### config.mk
export PLATFORM = sky130hd
export DESIGN_NAME = bipartite_max_flow
export DESIGN_NICKNAME = d
export VERILOG_FILES = /design/src/rtl/bmf_pkg.sv /design/src/rtl/bipartite_max_flow.sv /design/src/rtl/bmf_ctrl.sv /design/src/rtl/bmf_dpath.sv
export VERILOG_INCLUDE_DIRS = /design/src /design/src/rtl
export SDC_FILE = /design/constraint.sdc
export NUM_CORES = 1
export LEC_CHECK = 0
export ABC_AREA = 1
export BUFFER_PORTS_ARGS = -buffer_cell sky130_fd_sc_hd__buf_2
export CORE_AREA = 2 2 240 242
export DETAILED_ROUTE_END_ITERATION = 16
export DIE_AREA = 0 0 242 244
export PLACE_DENSITY = 0.58
export SLEW_MARGIN = 5
export SYNTH_ARGS = -nofsm -noshare
export SYNTH_HDL_FRONTEND = slang
export SYNTH_HIERARCHICAL = 1
export SYNTH_SLANG_ARGS = --single-unit
### constraint.sdc
create_clock -name clock -period 9.86 [get_ports clock]
set_input_delay 1.479 -clock clock [delete_from_list [all_inputs] [get_ports clock]]
set_output_delay 1.479 -clock clock [all_outputs]
set_load 0.005 [all_outputs]
### src/rtl/bipartite_max_flow_defines.svh
// ----------------------------------------------------------------------------
// bipartite_max_flow_defines
// Assertion macros shared by the block's checking code.
// ----------------------------------------------------------------------------
`ifndef BIPARTITE_MAX_FLOW_DEFINES_SVH
`define BIPARTITE_MAX_FLOW_DEFINES_SVH

// same-cycle implication
`define BMF_ASSERT_NOW(label, clk, rst, ante, cons) \
   label: assert property (@(posedge clk) disable iff (rst) (ante) |-> (cons)) \
      else $error("bmf assertion failed");

// next-cycle implication
`define BMF_ASSERT_NEXT(label, clk, rst, ante, cons) \
   label: assert property (@(posedge clk) disable iff (rst) (ante) |=> (cons)) \
      else $error("bmf assertion failed");

`endif

### src/rtl/bmf_pkg.sv
// ----------------------------------------------------------------------------
// bmf_pkg
// Types and constants of the bipartite max-flow block.
// ----------------------------------------------------------------------------
package bmf_pkg;

   localparam int OUT_W = 23;
   localparam int MASK_W = 64;
   localparam int AMT_IN_W = 20;
   localparam logic [MASK_W-1:0] MASK_RESET = 64'd9277592187330931455;
   localparam logic REG_COMPAT = 1'b0;

   typedef enum logic [1:0] {
      ST_IDLE,
      ST_RUN,
      ST_DONE
   } state_type;

   typedef struct packed {
      logic init;
      logic step;
   } cmd_type;

   typedef struct packed {
      logic term_end;
      logic subset_end;
   } status_type;

endpackage

### src/rtl/bipartite_max_flow.sv
// ----------------------------------------------------------------------------
// bipartite_max_flow
// Supply/demand max flow under a compatibility mask, computed as min cut.
// ----------------------------------------------------------------------------
// Use:
//   Load items enter on start/busy with req_slot, req_amount, req_last; one
//   per cycle while busy is low. Slots below SUPPLY_CLASSES set a supply
//   amount, the next DEMAND_CLASSES slots a demand amount; amounts persist.
//   A transaction with req_last high starts the computation: busy stays high
//   while one cut term is summed per cycle by a single adder over every supply
//   subset. The last busy cycle carries the one-cycle rsp_valid strobe with
//   rsp_total_served; busy drops the cycle after. The receiver cannot stall;
//   the result is presented once.
//   compat_mask lives on the csr_ port at address 0. The user must write it
//   only while idle; the block itself does not enforce this.
//   Reset clears amounts, restores the default mask and returns to idle.
// ----------------------------------------------------------------------------
module bipartite_max_flow #(
   parameter int SUPPLY_CLASSES = 8,
   parameter int DEMAND_CLASSES = 8,
   parameter int AMOUNT_BITS    = 20
) (
   input  logic                         clock,
   input  logic                         reset,
   input  logic                         start,
   output logic                         busy,
   input  logic [3:0]                   req_slot,
   input  logic [bmf_pkg::AMT_IN_W-1:0] req_amount,
   input  logic                         req_last,
   output logic                         rsp_valid,
   output logic [bmf_pkg::OUT_W-1:0]    rsp_total_served,
   input  logic                         csr_psel,
   input  logic                         csr_penable,
   input  logic                         csr_pwrite,
   input  logic                         csr_paddr,
   input  logic [bmf_pkg::MASK_W-1:0]   csr_pwdata,
   output logic [bmf_pkg::MASK_W-1:0]   csr_prdata,
   output logic                         csr_pready
);
   import bmf_pkg::*;
   `include "bipartite_max_flow_defines.svh"

   logic [MASK_W-1:0] mask_ff;
   logic              accept;
   cmd_type           cmd;
   status_type        status;

   assign csr_pready = 1'b1;
   assign csr_prdata = (csr_paddr == REG_COMPAT) ? mask_ff : '0;

   always_ff @(posedge clock) begin
      if (reset) begin
         mask_ff <= MASK_RESET;
      end else if (csr_psel && csr_penable && csr_pwrite && csr_pready
                   && csr_paddr == REG_COMPAT) begin
         mask_ff <= csr_pwdata;
      end
   end

   assign accept = start && !busy;

   bmf_ctrl u_ctrl (
      .clock  (clock),
      .reset  (reset),
      .go     (accept && req_last),
      .status (status),
      .cmd    (cmd),
      .busy   (busy),
      .done   (rsp_valid)
   );

   bmf_dpath #(
      .SUPPLY_CLASSES (SUPPLY_CLASSES),
      .DEMAND_CLASSES (DEMAND_CLASSES),
      .AMOUNT_BITS    (AMOUNT_BITS)
   ) u_dpath (
      .clock  (clock),
      .reset  (reset),
      .load   (accept),
      .slot   (req_slot),
      .amount (req_amount),
      .mask   (mask_ff),
      .cmd    (cmd),
      .status (status),
      .total  (rsp_total_served)
   );

   `BMF_ASSERT_NEXT(a_last_goes_busy, clock, reset, accept && req_last, busy && !rsp_valid)
   `BMF_ASSERT_NEXT(a_idle_after_rsp, clock, reset, rsp_valid, !busy && !rsp_valid)
   `BMF_ASSERT_NOW(a_rsp_while_busy, clock, reset, rsp_valid, busy)

endmodule

### src/rtl/bmf_ctrl.sv
// ----------------------------------------------------------------------------
// bmf_ctrl
// Sequencer: starts a cut sweep on the last load, steps it, strobes result.
// ----------------------------------------------------------------------------
module bmf_ctrl (
   input  logic                clock,
   input  logic                reset,
   input  logic                go,
   input  bmf_pkg::status_type status,
   output bmf_pkg::cmd_type    cmd,
   output logic                busy,
   output logic                done
);
   import bmf_pkg::*;

   state_type state_ff, state_in;

   always_ff @(posedge clock) begin
      if (reset) begin
         state_ff <= ST_IDLE;
      end else begin
         state_ff <= state_in;
      end
   end

   always_comb begin
      state_in = state_ff;
      cmd      = '0;
      busy     = 1'b1;
      done     = 1'b0;
      unique case (state_ff)
         ST_IDLE: begin
            busy = 1'b0;
            if (go) begin
               cmd.init = 1'b1;
               state_in = ST_RUN;
            end
         end
         ST_RUN: begin
            cmd.step = 1'b1;
            if (status.term_end && status.subset_end) begin
               state_in = ST_DONE;
            end
         end
         ST_DONE: begin
            done     = 1'b1;
            state_in = ST_IDLE;
         end
         default: begin
            state_in = ST_IDLE;
         end
      endcase
   end

endmodule

### src/rtl/bmf_dpath.sv
// ----------------------------------------------------------------------------
// bmf_dpath
// Amount store and min-cut sweep: one cut term added per cycle, one
// supply subset per pass, running minimum kept as the result.
// ----------------------------------------------------------------------------
module bmf_dpath #(
   parameter int SUPPLY_CLASSES = 8,
   parameter int DEMAND_CLASSES = 8,
   parameter int AMOUNT_BITS    = 20
) (
   input  logic                            clock,
   input  logic                            reset,
   input  logic                            load,
   input  logic [3:0]                      slot,
   input  logic [bmf_pkg::AMT_IN_W-1:0]    amount,
   input  logic [bmf_pkg::MASK_W-1:0]      mask,
   input  bmf_pkg::cmd_type                cmd,
   output bmf_pkg::status_type             status,
   output logic [bmf_pkg::OUT_W-1:0]       total
);
   import bmf_pkg::*;

   localparam int TERMS = SUPPLY_CLASSES + DEMAND_CLASSES;
   localparam int TW    = $clog2(TERMS);
   localparam int SW    = $clog2(SUPPLY_CLASSES);
   localparam int DW    = $clog2(DEMAND_CLASSES);
   localparam int ACC_W = AMOUNT_BITS + 5;

   logic [AMOUNT_BITS-1:0]    supply_ff [SUPPLY_CLASSES];
   logic [AMOUNT_BITS-1:0]    demand_ff [DEMAND_CLASSES];
   logic [TW-1:0]             term_ff, term_in;
   logic [SUPPLY_CLASSES-1:0] subset_ff, subset_in;
   logic [ACC_W-1:0]          acc_ff, acc_in;
   logic [ACC_W-1:0]          best_ff, best_in;

   logic [SUPPLY_CLASSES-1:0] lnk [DEMAND_CLASSES];
   logic [DEMAND_CLASSES-1:0] nbr;
   logic [AMOUNT_BITS+AMT_IN_W-1:0] amt_ext;
   logic [AMOUNT_BITS-1:0]    amt;
   logic [4:0]                slot_w, dslot;
   logic                      is_supply_term;
   logic [TW-1:0]             dterm;
   logic [ACC_W-1:0]          addend, sum;
   logic [ACC_W+OUT_W-1:0]    best_ext;

   for (genvar s = 0; s < SUPPLY_CLASSES; s++) begin : g_s
      for (genvar d = 0; d < DEMAND_CLASSES; d++) begin : g_d
         if (s * DEMAND_CLASSES + d < MASK_W) begin : g_in
            assign lnk[d][s] = mask[s * DEMAND_CLASSES + d];
         end else begin : g_out
            assign lnk[d][s] = 1'b0;
         end
      end
   end

   always_comb begin
      for (int d = 0; d < DEMAND_CLASSES; d++) begin
         nbr[d] = |(lnk[d] & subset_ff);
      end
   end

   assign amt_ext = {{AMOUNT_BITS{1'b0}}, amount};
   assign amt     = amt_ext[AMOUNT_BITS-1:0];
   assign slot_w  = {1'b0, slot};
   assign dslot   = slot_w - 5'(SUPPLY_CLASSES);

   always_ff @(posedge clock) begin
      if (reset) begin
         for (int i = 0; i < SUPPLY_CLASSES; i++) begin
            supply_ff[i] <= '0;
         end
         for (int i = 0; i < DEMAND_CLASSES; i++) begin
            demand_ff[i] <= '0;
         end
      end else if (load) begin
         if (slot_w < 5'(SUPPLY_CLASSES)) begin
            supply_ff[slot[SW-1:0]] <= amt;
         end else if (dslot < 5'(DEMAND_CLASSES)) begin
            demand_ff[dslot[DW-1:0]] <= amt;
         end
      end
   end

   assign is_supply_term = term_ff < TW'(SUPPLY_CLASSES);
   assign dterm          = term_ff - TW'(SUPPLY_CLASSES);

   always_comb begin
      addend = '0;
      if (is_supply_term) begin
         if (!subset_ff[term_ff[SW-1:0]]) begin
            addend = ACC_W'(supply_ff[term_ff[SW-1:0]]);
         end
      end else if (nbr[dterm[DW-1:0]]) begin
         addend = ACC_W'(demand_ff[dterm[DW-1:0]]);
      end
   end

   assign sum               = acc_ff + addend;
   assign status.term_end   = term_ff == TW'(TERMS - 1);
   assign status.subset_end = &subset_ff;

   always_comb begin
      term_in   = term_ff;
      subset_in = subset_ff;
      acc_in    = acc_ff;
      best_in   = best_ff;
      priority if (cmd.init) begin
         term_in   = '0;
         subset_in = '0;
         acc_in    = '0;
         best_in   = '1;
      end else if (cmd.step) begin
         if (status.term_end) begin
            term_in   = '0;
            acc_in    = '0;
            subset_in = subset_ff + 1'b1;
            if (sum < best_ff) begin
               best_in = sum;
            end
         end else begin
            term_in = term_ff + 1'b1;
            acc_in  = sum;
         end
      end
   end

   always_ff @(posedge clock) begin
      term_ff   <= term_in;
      subset_ff <= subset_in;
      acc_ff    <= acc_in;
      best_ff   <= best_in;
   end

   assign best_ext = {{OUT_W{1'b0}}, best_ff};
   assign total    = best_ext[OUT_W-1:0];

endmodule
; Yosys cells after proc, flatten, opt, wreduce, memory -nomap -nowiden
; Memories as Yosys holds them, arrays and structs flattened. A register that Yosys moved wholly into a read port is not among the register bits.
; Cells that the tools add are included.
[word_totals]
register_bits = 128
latch_bits = 0
mem_bits_rw = 320
romBits = 0
input_bits = 96
n_memories = 2
[memory_table]
columns = memory, depth, width, rd, rd_clocked_by_memory_dff, wr, line
row1 = u_dpath.demand_ff, 8, 20, 1, 0, 8, bmf_dpath.sv:30  ; logic [AMOUNT_BITS-1:0] demand_ff [DEMAND_CLASSES];
row2 = u_dpath.supply_ff, 8, 20, 1, 1, 8, bmf_dpath.sv:29  ; logic [AMOUNT_BITS-1:0] supply_ff [SUPPLY_CLASSES];
[op_classes]
addsub = 5
mul = 0
n_div = 0
n_lt_le_gt_ge = 6
eq_ne = 5
shift = 0
muxes = 37
bitwise = 9
reduce_logical = 21
[ops]
columns = op, count
row1 = $mux W20, 4
row2 = $and A8 B8 Y8, 8
row3 = $mux W64, 1
row4 = $reduce_or A8 Y1, 8
row5 = $mux W25, 2
row6 = $reduce_or A20 Y1, 2
row7 = $add A25 B25 Y25, 1
row8 = $lt A25 B25 Y1, 1
row9 = $mux W1, 20
row10 = $mux W3, 4
row11 = $add A8 B1 Y8 const B, 1
row12 = $lt A3 B4 Y1 const B, 2
row13 = $lt A4 B4 Y1 const B, 2
row14 = $reduce_and A8 Y1, 1
row15 = $bmux W1 S3, 2
row16 = $logic_and A1 B1 Y1, 6
row17 = $lt A5 B4 Y1 const B, 1
row18 = $sub A4 B4 Y5 const B, 1
row19 = $add A4 B1 Y4 const B, 1
row20 = $eq A4 B4 Y1 const B, 1
row21 = $mux W2, 2
row22 = $mux W4, 1
row23 = $ne A2 B1 Y1 const B, 2
row24 = $pmux W2 S2, 1
row25 = 7 further kinds, 8

; Logic depth before layout (Yosys ltp)
; Gate-level depths: netlist (run 1).
[depth]
word_depth = 9
depth_mapped = 35
ltp_nobuf = 32

; Modules after synthesis
; The synthesis (run 1) kept the hierarchy.
[modules_own_cells]
columns = mod, n_inst, cells_per_inst, area_each_um2
row1 = bmf_dpath, 1, 2313, 19627.6
row2 = bipartite_max_flow, 1, 501, 3124.2
row3 = bmf_ctrl, 1, 18, 108.9

; Worst setup path before layout (run 1)
; OpenSTA, ideal clock, no wires.
[synth_path]
path_kind = flip-flop to flip-flop
start = register with a tool-made name
end = register u_dpath.best_ff[11]
setup_time_ns = 0.134
arrival_time_ns = 3.984
required_ns = 9.726
path_slack_ns = 5.743
path_stages_with_launch = 32
path_buffers = 5
synth_period_minus_slack_ns = 4.117
path_cell_list = dfxtp_1 buf_2 buf_2 clkinv_1 buf_2 buf_2 nor2_1 o22ai_1 nand2_1 nand2_1 nand3_1 nand2_1 ha_1 fa_1 nand2_1 nand2_1 nand3_1 nand2_1 nand2_1 nand4_1 and2_1 ha_1 nand2_1 inv_1 nand3_1 nor3_1 nand2_1 nand3_4 clkinv_2 buf_6 nand2_1 nand3_1
[synth_rtl]
columns = element, line
row1 = end signal: assignment, bmf_dpath.sv:131  ; best_ff <= best_in;
row2 = end: declaration, bmf_dpath.sv:34  ; logic [ACC_W-1:0] best_ff, best_in;

==> flow_metrics.tcl, run 1 <==
set metrics [dict create \
    hold_violations 0 \
    pre_cts_slack_ns 3.596 \
    synth_top_family_by_area "simple AND/OR/NAND/NOR gates" \
    layoutNonFillerInstCount 3682 \
    vias 19440 \
    gp_congestion 0.9295 \
    critical_path_class "reg -> reg" \
    avgSynthCellArea_um2 8.072 \
    seq_power_share_pct 37.5 \
    syn_area_um2 22860 \
    ys.flop_type "edfxtp_1" \
    wl_per_cell_um 19.18 \
    min_path_type "reg -> reg" \
    cts_made_buffers 50 \
    ir_worst_vdd_mv 0.1374 \
    finalCriticalPeriod_ns 6.271 \
    clk_latency_ns 0.60 \
    die_h_um 244 \
    area_growth_pct 12.24 \
    power.density_nw_per_um2 232.7 \
    ys_async_sr_fraction_pct 0 \
    ys_ff_latch 451 \
    cp.arrival_ns 6.71 \
    sw_frac_of_total_pct 35.15 \
    slew_headroom_pct 19.14 \
    synthMuxAreaShare_pct 0 \
    p_sw_mw 2.099 \
    cts_hold_buffers 0 \
    combPwrFrac_pct 29.2 \
    numPortBuffers 184 \
    drtIter0Drc 1810 \
    clock_skew_ns 0.01872 \
    rows 87 \
    first_pass_iters 5 \
    core_area_um2 56170 \
    initial_utilization_pct 40.70 \
    cpPeakStageDelay_ns 0.84 \
    diodes 0 \
    yosys_warnings 6 \
    fin_util_pct 45.68 \
    worst_slack_ns 3.589 \
    leakage_nw 11.63 \
    cts_resized 0 \
    cts_tree "done" \
    synth_fa_ha_area_share_pct 2.660 \
    clockBufferDepth 3 \
    cts_setup_buffers 0 \
    yosys.area_share.simple_pct 26.91 \
    regToRegSetupSlack_ns 3.59 \
    grt_pass1_wl_mm 108.6 \
    status "finished, final reports clean" \
    synth_nets 2976 \
    final_layout_size_suffix_gt1_share_pct 10.32 \
    end_kind "flop" \
    synth_cells 2832 \
    die_x_um 242 \
    place.detailed.hpwl_mm 44.95 \
    finalCritPeriodShare_pct 63.60 \
    setup_viol 0 \
    cp_max_fo 82 \
    vias_per_cell 5.281 \
    cpMostUsedCell "nand2_1" \
    synth_largest_area_cell "edfxtp_1" \
    grt_setup_unrepaired "no" \
    place_inst 3589 \
    clk_pin_slew_ns 0.06 \
    synth_xor_area_share_pct 0.3831 \
    drc 0 \
    worst_setup_path_start_kind "flop" \
    grt_max_degree 86 \
    tightest_slew_ns 1.210 \
    htree_levels 2 \
    cap_viol_max_count 0 \
    p_total_mw 5.971 \
    fp.dieArea_um2 59050 \
    final_antenna_net_count 0 \
    ys_seq_area_share_pct 53.51 \
    synth_compound_area_share_pct 8.007 \
    io_pins 186 \
    final_max_slew_viol_count 0 \
    synth_edf_count 320 \
    max_freq_mhz 159.5 \
    p_clk_share_pct 33.3 \
    synth_top_area_share_pct 42.03 \
    synthTopCellsByArea "edfxtp_1 (42%), dfxtp_1 (11%), nor2_1 (11%)" \
    nets 3029 \
    crit_required_ns 10.30 \
    grt_overflow_total 0 \
    internal-power_mw 3.872 \
    slowest_stage "buf_4" \
    cts_root_buf "clkbuf_16" \
    setup_tns_ns 0 \
    routed_wl_mm 70.60 \
    synth.distinct_cells 41 \
    cts.sinks 451 \
    groute.usage.overall_pct 23.54 \
    grt_pass1_vias 19030 \
    antenna_found_initial 0 \
]
## layout make-up
cell class	count	area (um^2)
Clock inverter	22	309.0
Sequential cell	451	12240
Tap cell	756	945.9
Multi-Input combinational cell	1922	8685
Clock buffer	71	1448
Timing Repair Buffer	204	1071
Fill cell	5617	30510
Inverter	256	964.7
## through the flow
stage | hold WS [ns] | cell area (um^2)
6_report | 0.4582 | 25660
3_5_place_dp | 0.4475 | 23900
3_3_place_gp | 0.4456 | 23900
2_1_floorplan | 0.4335 | 22860
4_1_cts | 0.4596 | 25660
5_1_grt | 0.4906 | 25660
## synth_stat cells (2+ instances only)
master,count
a21oi_1,78
a22oi_1,2
a31oi_1,3
and2_1,12
and3_1,2
buf_1,8
buf_2,37
buf_4,27
buf_6,10
clkbuf_1,121
clkinv_1,2
dfxtp_1,131
edfxtp_1,320
ha_1,47
inv_1,248
inv_2,5
nand2_1,602
nand2_2,2
nand3_1,154
nand3b_1,6
nand4_1,42
nor2_1,680
nor2_2,3
nor3_1,8
nor4_1,3
o21a_1,2
o21ai_0,175
o22ai_1,80
xor2_1,10
## routing by layer
metal	wire [um]	global-route usage, %
met2	32830	39.33
met5	0	0
met1	30140	30.72
met4	2683	9.677
met3	4948	3.457
## worst paths after layout
| kind | startpoint | endpoint | cells after the start |
|---|---|---|---|
| worst min register to register | u_dpath/best_ff[23] | u_dpath/best_ff[23] | 2 |
| worst min-delay path | u_dpath/best_ff[23] | u_dpath/best_ff[23] | 2 |
| worst max-delay path | flop | u_dpath/best_ff[4] | 29 |
| worst max register to register | flop | u_dpath/best_ff[4] | 29 |
## power by group through the flow
stage / Clock (mW) / Sequential (mW) / Combinational (mW)
3_3_place_gp: 0 / 2.27 / 1.70
6_report: 1.99 / 2.24 / 1.74
2_1_floorplan: 0 / 2.22 / 1.23
3_5_place_dp: 0 / 2.28 / 1.73
5_1_grt: 2.09 / 2.26 / 1.96
4_1_cts: 2.03 / 2.24 / 1.73
## logic make-up after synthesis
family                     count (synthesis)
and+or+nand+nor                         1521
buffers and inverters                    459
DFF                                      451
AOI/OAI and AO/OA                        342
adders and majority gates                 48
xor gates and xnor gates                  10
other                                      1
## worst max-delay path: cells and delay by family, from the launching register on
family	cells	cell delay (ns)
buffers and inverters	4	1.95
flip-flops	1	0.55
AO/OA/AOI/OAI	2	0.32
AND/OR/NAND/NOR	20	2.34
adder cells (fa/ha/maj)	3	0.87
## state kept, by name, indices dropped and copies added (netlist names), named ones only
signal,count
mask_ff,64
u_dpath/acc_ff,25
u_dpath/subset_ff,8
u_dpath/demand_ff,160
u_ctrl/state_ff,2
u_dpath/supply_ff,160
u_dpath/term_ff,4
u_dpath/best_ff,25
## cell usage in the layout (no fill, tap or decap), drive strengths merged, types with 3 or more instances in the layout
master / netlist / layout
edfxtp: 320 / 320
nand4: 42 / 42
ha: 47 / 47
nor2: 685 / 685
o21ai: 175 / 175
a21oi: 78 / 78
dfxtp: 131 / 131
o22ai: 80 / 80
bufinv: 0 / 7
nor4: 3 / 3
nand3: 156 / 156
clkinv: 3 / 16
and2: 12 / 12
inv: 253 / 254
a31oi: 3 / 3
buf: 82 / 204
clkbuf: 121 / 71
xor2: 10 / 10
nor3: 8 / 8
nand3b: 6 / 6
nand2: 605 / 605
(Power assumes the default switching activity.)
==> run 2: changes to the inputs <==
==> constraint.sdc (replaced) <==
create_clock -name clock -period 6.1 [get_ports clock]
set_input_delay 0.915 -clock clock [delete_from_list [all_inputs] [get_ports clock]]
set_output_delay 0.915 -clock clock [all_outputs]
set_load 0.005 [all_outputs]
==> run 2 against run 1 <==
Compared with the run above: critical path depth decreased by 2; sequential power increased by 59%; total power increased by 58%; clock-buffer cell count decreased by 13; clock power increased by 43%; worst hold slack improved by 0.013 ns; sequential share of layout area increased by 0.13 points; final cell count increased by 0.35%; critical endpoint is now u_dpath/best_ff[5].
==> flow_metrics.tcl, run 2 (synthesis gave the netlist of run 1 again) <==
set metrics [dict create \
    status "finished, final reports clean" \
    finalCritPeriodShare_pct 86.70 \
    area_growth_pct 11.93 \
    top_regs "u_dpath/demand_ff x160, u_dpath/supply_ff x160, mask_ff x64" \
    fin_util_pct 45.56 \
    met2_length_mm 33.17 \
    worst_setup_path_start_kind "flop" \
    io_pins 186 \
    numPortBuffers 184 \
    p_total_mw 9.443 \
    cts_tree "done" \
    pre_cts_slack_ns 0.8619 \
    setup_tns_ns 0 \
    setup_viol 0 \
    groute.usage.overall_pct 23.36 \
    clk_pin_slew_ns 0.06 \
    cts_hold_buffers 0 \
    vias 19340 \
    mostFrequentLayoutCell "nor2_1" \
    die_x_um 242 \
    leakage_nw 11.62 \
    grt_pass1_vias 18940 \
    first_pass_iters 5 \
    final_cell_mix "nor2_1 (679), nand2_1 (602), edfxtp_1 (320), inv_1 (247), buf_2 (184)" \
    cp_max_fo 25 \
    initial_utilization_pct 40.70 \
    htree_levels 2 \
    cpMostUsedCell "nand2_1" \
    max_freq_mhz 189.1 \
    critical_path_class "reg -> reg" \
    cts_resized 0 \
    final_max_slew_viol_count 0 \
    core_area_um2 56170 \
    cpPeakStageDelay_ns 0.68 \
    wl_met1_mm 31.34 \
    finalCriticalPeriod_ns 5.289 \
    cts.sinks 451 \
    routed.top_layer "met4" \
    nets 3042 \
    fp.dieArea_um2 59050 \
    drc 0 \
    power.density_nw_per_um2 369.0 \
    place.detailed.hpwl_mm 44.82 \
    clock_skew_ns 0.04370 \
    gp_congestion 0.9709 \
    final_antenna_net_count 0 \
    tightest_slew_ns 1.195 \
    vias_per_cell 5.235 \
    clk_latency_ns 0.62 \
    drtIter0Drc 1476 \
    place_inst 3602 \
    layoutNonFillerInstCount 3695 \
    final_layout_size_suffix_gt1_share_pct 10.51 \
    slew_headroom_pct 20.13 \
    diodes 0 \
    cap_viol_max_count 0 \
    grt_overflow_total 0 \
    ir_worst_vdd_mv 0.2250 \
    clockBufferDepth 3 \
    antenna_found_initial 0 \
    hold_violations 0 \
    worst_slack_ns 0.8113 \
    cp.arrival_ns 5.72 \
    cts_made_buffers 50 \
    rows 87 \
    cts_setup_buffers 0 \
    grt_max_degree 161 \
    grt_pass1_wl_mm 108.4 \
    die_h_um 244 \
    crit_required_ns 6.54 \
    routed_wl_mm 69.87 \
    cts_root_buf "clkbuf_16" \
    wl_per_cell_um 18.91 \
    slowest_stage "dfxtp_1" \
    n_fill_cell 5633 \
    grt_setup_unrepaired "no" \
    wl_met3_mm 3.910 \
    end_kind "flop" \
    min_path_type "reg -> reg" \
]
==> run 2: changes by cell type in the layout (fill, tap and decap cells not counted), sizes merged <==
| cell | before | now |
|---|---|---|
| inv | 254 | 256 |
| clkbuf | 71 | 58 |
| clkinv | 16 | 34 |
| bufinv | 7 | 1 |
| buf | 204 | 217 |
| clkinvlp | 1 | 0 |
==> run 2: path summary, 6_finish.rpt <==
check / to / start / cells after the start / slack [ns]
setup / recovery: u_dpath/best_ff[5] / u_dpath/term_ff[0] / 27 / 0.81
hold / removal: u_dpath/best_ff[23] / u_dpath/best_ff[23] / 2 / 0.47
setup reg to reg: u_dpath/best_ff[5] / u_dpath/term_ff[0] / 27 / 0.81
hold reg to reg: u_dpath/best_ff[23] / u_dpath/best_ff[23] / 2 / 0.47
==> run 2: where the power goes <==
part	switching, mW	internal (mW)	total (mW)
registers	0.111	3.46	3.57
logic	2.10	0.911	3.02
clock network	1.27	1.58	2.85
total	3.49	5.95	9.44
==> run 2: layer usage <==
layer / GRT usage [%] / vias to the layer above
met5: 0 / -
met1: 31.67 / 9337
met2: 39.54 / 585
met4: 6.354 / 0
li1: - / 9329
met3: 2.908 / 93
==> run 2: critical path: cells and delay by family, from the launching register on <==
family	cells	cell delay, ns
AND/OR/NAND/NOR	22	3.08
flip-flops	1	0.68
adder cells (fa/ha/maj)	3	0.99
buffers and inverters	2	0.34
==> run 2: final cells by class <==
| class | instances | area (um^2) | area share (%) |
|---|---|---|---|
| Clock buffer | 58 | 1303 | 5.090 |
| Clock inverter | 35 | 235.2 | 0.9193 |
| Inverter | 256 | 964.7 | 3.770 |
| Multi-Input combinational cell | 1922 | 8685 | 33.94 |
| Sequential cell | 451 | 12240 | 47.82 |
| Tap cell | 756 | 945.9 | 3.697 |
| Timing Repair Buffer | 217 | 1219 | 4.763 |
==> run 2: through the flow <==
step | cell area, um^2 | hold WS [ns]
global placement | 24050 | 0.4410
floorplan | 22860 | 0.4335
detailed placement | 24050 | 0.4521
finish | 25590 | 0.4711
CTS | 25590 | 0.4710
global route | 25590 | 0.4890
